--- src/hw/rtl/mbc_pkg.sv ---
// Shared types, constants and helper functions of the mirrored border convolution unit.
`timescale 1ns / 1ps
package mbc_pkg;

   localparam int MAX_WIDTH  = 1024;
   localparam int MAX_HEIGHT = 1024;
   localparam int MAX_KERNEL = 7;

   localparam int DIM_W     = 11;
   localparam int KDIM_W    = 3;
   localparam int COL_W     = $clog2(MAX_WIDTH);
   localparam int KI_W      = $clog2(MAX_KERNEL);
   localparam int SLOT_W    = $clog2(MAX_KERNEL);
   localparam int COORD_W   = DIM_W + 2;
   localparam int POS_W     = 2 * DIM_W;
   localparam int PIX_W     = 8;
   localparam int COEF_W    = 16;
   localparam int CIDX_W    = 6;
   localparam int PROD_W    = PIX_W + 1 + COEF_W;
   localparam int PSUM_W    = PROD_W + 3;
   localparam int ACC_W     = PROD_W + 7;
   localparam int LINE_DEPTH = MAX_KERNEL * MAX_WIDTH;
   localparam int LINE_AW   = SLOT_W + COL_W;
   localparam int CSR_IDX_W = 2;
   localparam int CSR_DAT_W = DIM_W;

   localparam logic [1:0] MODE_COEF  = 2'd0;
   localparam logic [1:0] MODE_PIXEL = 2'd1;
   localparam logic [1:0] MODE_FLUSH = 2'd2;

   localparam logic [CSR_IDX_W-1:0] CSR_IMAGE_WIDTH   = 2'd0;
   localparam logic [CSR_IDX_W-1:0] CSR_IMAGE_HEIGHT  = 2'd1;
   localparam logic [CSR_IDX_W-1:0] CSR_KERNEL_WIDTH  = 2'd2;
   localparam logic [CSR_IDX_W-1:0] CSR_KERNEL_HEIGHT = 2'd3;

   localparam logic [DIM_W-1:0]  RESET_WIDTH  = 11'd64;
   localparam logic [DIM_W-1:0]  RESET_HEIGHT = 11'd64;
   localparam logic [KDIM_W-1:0] RESET_KW     = 3'd3;
   localparam logic [KDIM_W-1:0] RESET_KH     = 3'd3;

   typedef struct packed {
      logic [1:0]               mode;
      logic [CIDX_W-1:0]        coef_index;
      logic signed [COEF_W-1:0] coef_value;
      logic [PIX_W-1:0]         pixel;
   } req_type;

   typedef struct packed {
      logic signed [15:0] value;
      logic               last_of_frame;
   } rsp_type;

   typedef struct packed {
      logic                     en;
      logic [KI_W-1:0]          row;
      logic [KI_W-1:0]          col;
      logic signed [COEF_W-1:0] value;
   } cwr_type;

   typedef struct packed {
      logic            en;
      logic [KI_W-1:0] row;
   } tap_type;

   function automatic logic [DIM_W-1:0] mirror(input logic signed [COORD_W-1:0] x,
                                               input logic [DIM_W-1:0] n);
      logic signed [COORD_W-1:0] nn;
      logic signed [COORD_W-1:0] m;
      begin
         nn = COORD_W'(n);
         if (x < 0) begin
            m = -x;
         end else if (x >= nn) begin
            m = (nn <<< 1) - COORD_W'(1) - x;
         end else begin
            m = x;
         end
         if (m < 0) begin
            m = '0;
         end
         if (m > nn - COORD_W'(1)) begin
            m = nn - COORD_W'(1);
         end
         return m[DIM_W-1:0];
      end
   endfunction

   // Remainder by seven: octal digits sum to the same residue.
   function automatic logic [SLOT_W-1:0] mod7(input logic [DIM_W-1:0] v);
      logic [4:0] s1;
      logic [3:0] s2;
      begin
         s1 = 5'(v[2:0]) + 5'(v[5:3]) + 5'(v[8:6]) + 5'(v[10:9]);
         s2 = 4'(s1[2:0]) + 4'(s1[4:3]);
         if (s2 >= 4'd7) begin
            s2 = s2 - 4'd7;
         end
         return s2[SLOT_W-1:0];
      end
   endfunction

   function automatic logic [KI_W-1:0] coef_row(input logic [CIDX_W-1:0] idx);
      logic [KI_W-1:0] r;
      begin
         r = '0;
         for (int k = 1; k < MAX_KERNEL; k++) begin
            if (idx >= CIDX_W'(k * MAX_KERNEL)) begin
               r = r + KI_W'(1);
            end
         end
         return r;
      end
   endfunction

   function automatic logic signed [15:0] round_sat(input logic signed [ACC_W-1:0] acc);
      logic signed [ACC_W:0] t;
      logic signed [ACC_W:0] q;
      begin
         t = (ACC_W+1)'(acc) + (ACC_W+1)'(8192);
         q = t >>> 14;
         if (q > (ACC_W+1)'(32767)) begin
            return 16'sh7FFF;
         end else if (q < -(ACC_W+1)'(32768)) begin
            return 16'sh8000;
         end
         return q[15:0];
      end
   endfunction

endpackage

--- src/hw/rtl/mbc_cell.sv ---
// One tap cell: holds a kernel column and adds its product to the partial sum from its neighbor.
`timescale 1ns / 1ps
module mbc_cell (
   input  logic                                clock,
   input  logic                                reset,
   input  logic [mbc_pkg::KI_W-1:0]            col_id,
   input  logic                                active,
   input  mbc_pkg::cwr_type                    cwr,
   input  mbc_pkg::tap_type                    tap,
   input  logic [mbc_pkg::PIX_W-1:0]           pixel_in,
   input  logic signed [mbc_pkg::PSUM_W-1:0]   sum_from_right,
   output logic signed [mbc_pkg::PSUM_W-1:0]   sum_out
);
   import mbc_pkg::*;

   logic signed [COEF_W-1:0] coef_ff [MAX_KERNEL];
   logic signed [PSUM_W-1:0] psum_ff;
   logic signed [PSUM_W-1:0] psum_in;
   logic signed [PROD_W-1:0] prod;

   always_ff @(posedge clock) begin
      if (reset) begin
         for (int k = 0; k < MAX_KERNEL; k++) begin
            coef_ff[k] <= '0;
         end
      end else if (cwr.en && cwr.col == col_id) begin
         coef_ff[cwr.row] <= cwr.value;
      end
   end

   always_comb begin
      prod = $signed({1'b0, pixel_in}) * coef_ff[tap.row];
      psum_in = active ? sum_from_right + PSUM_W'(prod) : '0;
   end

   always_ff @(posedge clock) begin
      if (tap.en) begin
         psum_ff <= psum_in;
      end
   end

   assign sum_out = psum_ff;
endmodule

--- config.mk ---
export PLATFORM = sky130hd
export DESIGN_NAME = mbc_cell
export DESIGN_NICKNAME = d
export VERILOG_FILES = /design/src/hw/rtl/mbc_pkg.sv /design/src/hw/rtl/mbc_cell.sv
export SDC_FILE = /design/constraint.sdc
export NUM_CORES = 1
export LEC_CHECK = 0
export BUFFER_PORTS_ARGS = -buffer_cell sky130_fd_sc_hd__buf_4
export CAP_MARGIN = 20
export CORE_ASPECT_RATIO = 0.75
export CORE_UTILIZATION = 60
export DETAILED_ROUTE_END_ITERATION = 12
export PLACE_DENSITY_LB_ADDON = 0.1
export REMOVE_ABC_BUFFERS = 1
export SYNTH_ARGS = -nofsm -noshare
export SYNTH_HDL_FRONTEND = slang
export SYNTH_SLANG_ARGS = --single-unit
--- constraint.sdc ---
create_clock -name clock -period 16 [get_ports clock]
set_input_delay 2.4 -clock clock [delete_from_list [all_inputs] [get_ports clock]]
set_output_delay 2.4 -clock clock [all_outputs]
set_load 0.02 [all_outputs]
Word level (Yosys, flattened, before mapping)
Memories as Yosys holds them, arrays and structs flattened. Cells that the tools add are included.

Memories: 1. Register bits after elaboration: 28. Output and inout bits: 28. Bits in writable memories: 112.

Reductions and logical operators: 2. Multiply operators: 1. Muxes and demuxes: 8. Add/sub/neg operators: 1. Eq/ne operators: 1.

Memory list: coef_ff (words 7, width 16, read ports 1, clocked after Yosys merged registers in 0, wr ports 7, RTL line mbc_cell.sv:16) `logic signed [COEF_W-1:0] coef_ff [MAX_KERNEL];`.

Operators by type and width (count): 28-bit adder (1); 9-bit by 16-bit multiplier with 25-bit output (1); 16-bit two-way mux (1); 16-bit OR reduction (1); 1-bit two-way mux (6); 3-bit equality test (1); 3-bit two-way mux (1); 1-bit logical AND (1).

Depth between registers and ports, before layout
Depth in word-level cells: 7. Gate-level depth with buffers: 31.

Least setup slack after synthesis
No wires, ideal clock.

Path kind: input to register. Start: in tap[0] in the netlist's numbering. End: reg psum_ff[24], in the netlist sum_out[24] (data pin). Arrival: 9.163 ns. Cell stages on the path: 29. Slack: 6.572 ns. Required time: 15.734 ns. Library setup time: 0.266 ns. Path through: clkbuf_1 -> buf_2 -> mux4_2 -> mux2i_1 -> nand2b_1 -> fa_1 -> inv_1 -> fa_1 -> fa_1 -> inv_1 -> fa_1 -> inv_1 -> ha_1 -> a21o_1 -> a2111oi_0 -> o21ai_0 -> a31oi_1 -> o21bai_1 -> a21oi_1 -> xnor2_1 -> ha_1 -> a21o_1 -> a21o_1 -> a21o_1 -> a211o_1 -> a31oi_1 -> o41ai_1 -> xnor2_1 -> nor2_1.

Cells in the longest elaborated chain, start to end: 3.

Ends and longest elaborated chain: start, declared (RTL line mbc_cell.sv:9) `input mbc_pkg::tap_type tap,`; memory read 7 x 16 bit; 9-bit by 16-bit multiplier with 25-bit output (RTL line mbc_cell.sv:32) `prod = $signed({1'b0, pixel_in}) * coef_ff[tap.row];`; 28-bit adder (RTL line mbc_cell.sv:33) `psum_in = active ? sum_from_right + PSUM_W'(prod) : '0;`; end signal, assigned (RTL line mbc_cell.sv:38) `psum_ff <= psum_in;`; end, declared (RTL line mbc_cell.sv:17) `logic signed [PSUM_W-1:0] psum_ff;`.

Every way passes these cells. A chain may end at the register's enable or synchronous reset.

Final worst setup path
Start: in tap[0] in the netlist's numbering. End: reg psum_ff[23], in the netlist sum_out[23] (data pin).

Same word-level chain as after synthesis.

==> flow_metrics.env <==
export IMPL_drv_cap=0
export IMPL_cts_buffers=17
export IMPL_cts_tree="yes"
export IMPL_avgSynthCellArea_um2=10.8
export IMPL_port_buffers=96
export IMPL_htreeDepth=4
export IMPL_synth_warnings=0
export IMPL_min_to="coef_ff[6][6]"
export IMPL_final_nets=1501
export IMPL_die_area_um2=21600
export IMPL_netlist_area_um2=12600
export IMPL_worstMarginPinSlew_ns=1.08
export IMPL_vias=8876
export IMPL_die_y_um=127
export IMPL_worstHoldPathCells=1
export IMPL_core_um2=20400
export IMPL_fill_cells=1560
export IMPL_ios=97
export IMPL_antenna_found_initial=0
export IMPL_path_clk_slew_ns=0.07
export IMPL_worstHoldStart="coef_ff[6][6]"
export IMPL_worstSetupEndpointType="register"
export IMPL_start_util_pct=61.7
export IMPL_yosys_area_top_type="edfxtp_1"
export IMPL_grt_pass1_vias=8913
export IMPL_max_freq_mhz=101
export IMPL_final_max_slew_violation_count=0
export IMPL_slew_headroom_pct=26.2
export IMPL_synth_yosys_seq_area_share_pct=35.9
export IMPL_rrSetupSlack_ns=8.31
export IMPL_post_route_period_util_pct=62.1
export IMPL_die_w_um=169
export IMPL_synthSimpleGateAreaFrac_pct=14.4
export IMPL_worstSetupPathType="in -> reg"
export IMPL_synthAdderAreaFrac_pct=24.1
export IMPL_cp_arrival_ns=10.20
export IMPL_post_cts_resized=0
export IMPL_grt_max_degree=33
export IMPL_synth_xor_area_share_pct=3.06
export IMPL_first_iter_violations=691
export IMPL_path_max_fanout=32
export IMPL_setup_viol=0
export IMPL_dp_slack_ns=5.66
export IMPL_ctsHoldBuffers=0
export IMPL_globalRouteOverflowTotal=0
export IMPL_yosysUniqueCellTypes=60
export IMPL_drt_first_pass_iters=5
export IMPL_layout_common_cells="inv_1 (173), edfxtp_1 (140), nor2_1 (116), fa_1 (103), buf_4 (102)"
export IMPL_worstPathRequired_ns=16.27
export IMPL_min_period_ns=9.93
export IMPL_syn_inst=1166
export IMPL_synth_seq_cells=156
export IMPL_place_gp_congestion=0.897
export IMPL_drc=0
export IMPL_tns_ns=0
export IMPL_worstReg2RegEnd="sum_out[23]"
export IMPL_viasPerCell=5.74
export IMPL_timing_rr_start="coef_ff[7][3]"
export IMPL_ant_nets=0
export IMPL_cts_num_sinks=156
export IMPL_mostFrequentLayoutCell="inv_1"
export IMPL_yosysTopAreaCellShare_pct=33.4
export IMPL_clkLatencyLatePin_ns=0.44
export IMPL_antennaDiodeCount=0
export IMPL_area_growth_pct=12.6
export IMPL_async_reset_ff_share_pct=0
export IMPL_status="finished, final reports clean"
export IMPL_synth_ff_type="edfxtp_1"
export IMPL_yosys_top_cells_area="edfxtp_1 (33%), fa_1 (16%), ha_1 (7.8%)"
export IMPL_grt_use_total_pct=28.1
export IMPL_grt_pass1_wl_um=45800
export IMPL_rsz0062_at_grt="false"
export IMPL_clockBufferDepth=2
export IMPL_hold_viol=0
export IMPL_fin_skew_ns=0.0124
export IMPL_worst_slack_ns=6.07
export IMPL_synth_edf_count=140
export IMPL_root_buffer="clkbuf_16"
export IMPL_drive_gt1_share_pct=14.3
export IMPL_r2r_cells=23
export IMPL_synth_top_family_by_area="adder cells"
export IMPL_postCtsSetupBuffers=0
export IMPL_synth_mux_area_share_pct=7.13
export IMPL_synth_compound_area_share_pct=8.98
export IMPL_row_count=45
export IMPL_min_path_type="reg -> reg"
export IMPL_hpwl_um=20200
export IMPL_critical_path_startpoint_type="input pin"
export IMPL_wl_per_cell_um=18.1
export IMPL_wl_um=28000
-- metrics by stage --
step	util, %	hold WS, ns	instances	area [µm²]
floorplan	-	0.449	1129	12400
global placement	66.5	0.461	1513	13600
detailed placement	66.6	0.469	1514	13600
CTS	69.5	0.484	1546	14200
global route	69.5	0.503	1546	14200
finish	69.5	0.480	1546	14200
-- metal layers --
metal	global-route usage, %	routed length [µm]
met4	8.00	386
met1	40.9	12700
met3	4.46	2030
met2	44.0	12900
met5	0	0
-- sequential cells by signal (all words and copies together), names as in the netlist --
signal,count
coef_ff,128
sum_out,28
-- worst max-delay path by stage --
stage | start | to | cells after the start
2_1_floorplan | tap[0] | sum_out[24] | 27
3_3_place_gp | tap[0] | sum_out[24] | 28
3_5_place_dp | tap[0] | sum_out[23] | 24
4_1_cts | tap[0] | sum_out[27] | 29
5_1_grt | tap[0] | sum_out[25] | 24
6_report | tap[0] | sum_out[23] | 24
-- layout make-up --
| cell class | count | area [µm²] | share of cell area (%) |
|---|---|---|---|
| Multi-Input combinational cell | 800 | 7260 | 51.2 |
| Clock buffer | 17 | 425 | 3.00 |
| Tap cell | 282 | 353 | 2.49 |
| Clock inverter | 15 | 175 | 1.24 |
| Inverter | 173 | 649 | 4.58 |
| Sequential cell | 156 | 4520 | 31.9 |
| Timing Repair Buffer | 103 | 781 | 5.51 |
-- kinds of logic after synthesis --
logic type,Yosys count
compound gates,164
buf+inv,210
flops,156
simple gates,362
fa+ha+maj,181
mux,49
xor+xnor,44
-- worst max-delay path, cell delays in order --
cell and delay [ns]:
buf_4 0.52, mux4_2 0.59, mux2i_1 0.85, nor2b_1 0.16
fa_1 0.48, fa_1 0.49, inv_1 0.06, fa_1 0.49
fa_1 0.49, inv_1 0.04, ha_1 0.33, o21a_1 0.15
a211oi_1 0.35, o21ai_0 0.26, a31oi_1 0.32, xnor2_1 0.10
ha_1 0.43, a21oi_1 0.24, nand2_1 0.07, a221oi_1 0.49
a31oi_1 0.27, o21a_1 0.24, o21ai_0 0.13, nor3b_1 0.21
-- cells in the mapped netlist, types with 4 or more instances --
master,number
inv_1,173
edfxtp_1,140
nor2_1,117
fa_1,103
ha_1,78
nand2_1,66
nor2b_1,60
a21oi_1,42
nand2b_1,39
and2_1,36
clkbuf_1,32
mux4_2,32
xnor2_1,32
a21o_1,28
o21ai_0,24
dfxtp_1,16
mux2i_1,12
xor2_1,12
a211oi_1,10
a31oi_1,8
nand4_1,8
o21bai_1,8
o22a_1,8
nand3_1,7
or3_1,7
o211ai_1,6
o21a_1,6
mux2_2,5
nor3_1,5
and3_1,4
Power is not shown: default switching activity piles up to over one toggle a cycle in this logic, so the estimate is an artifact.
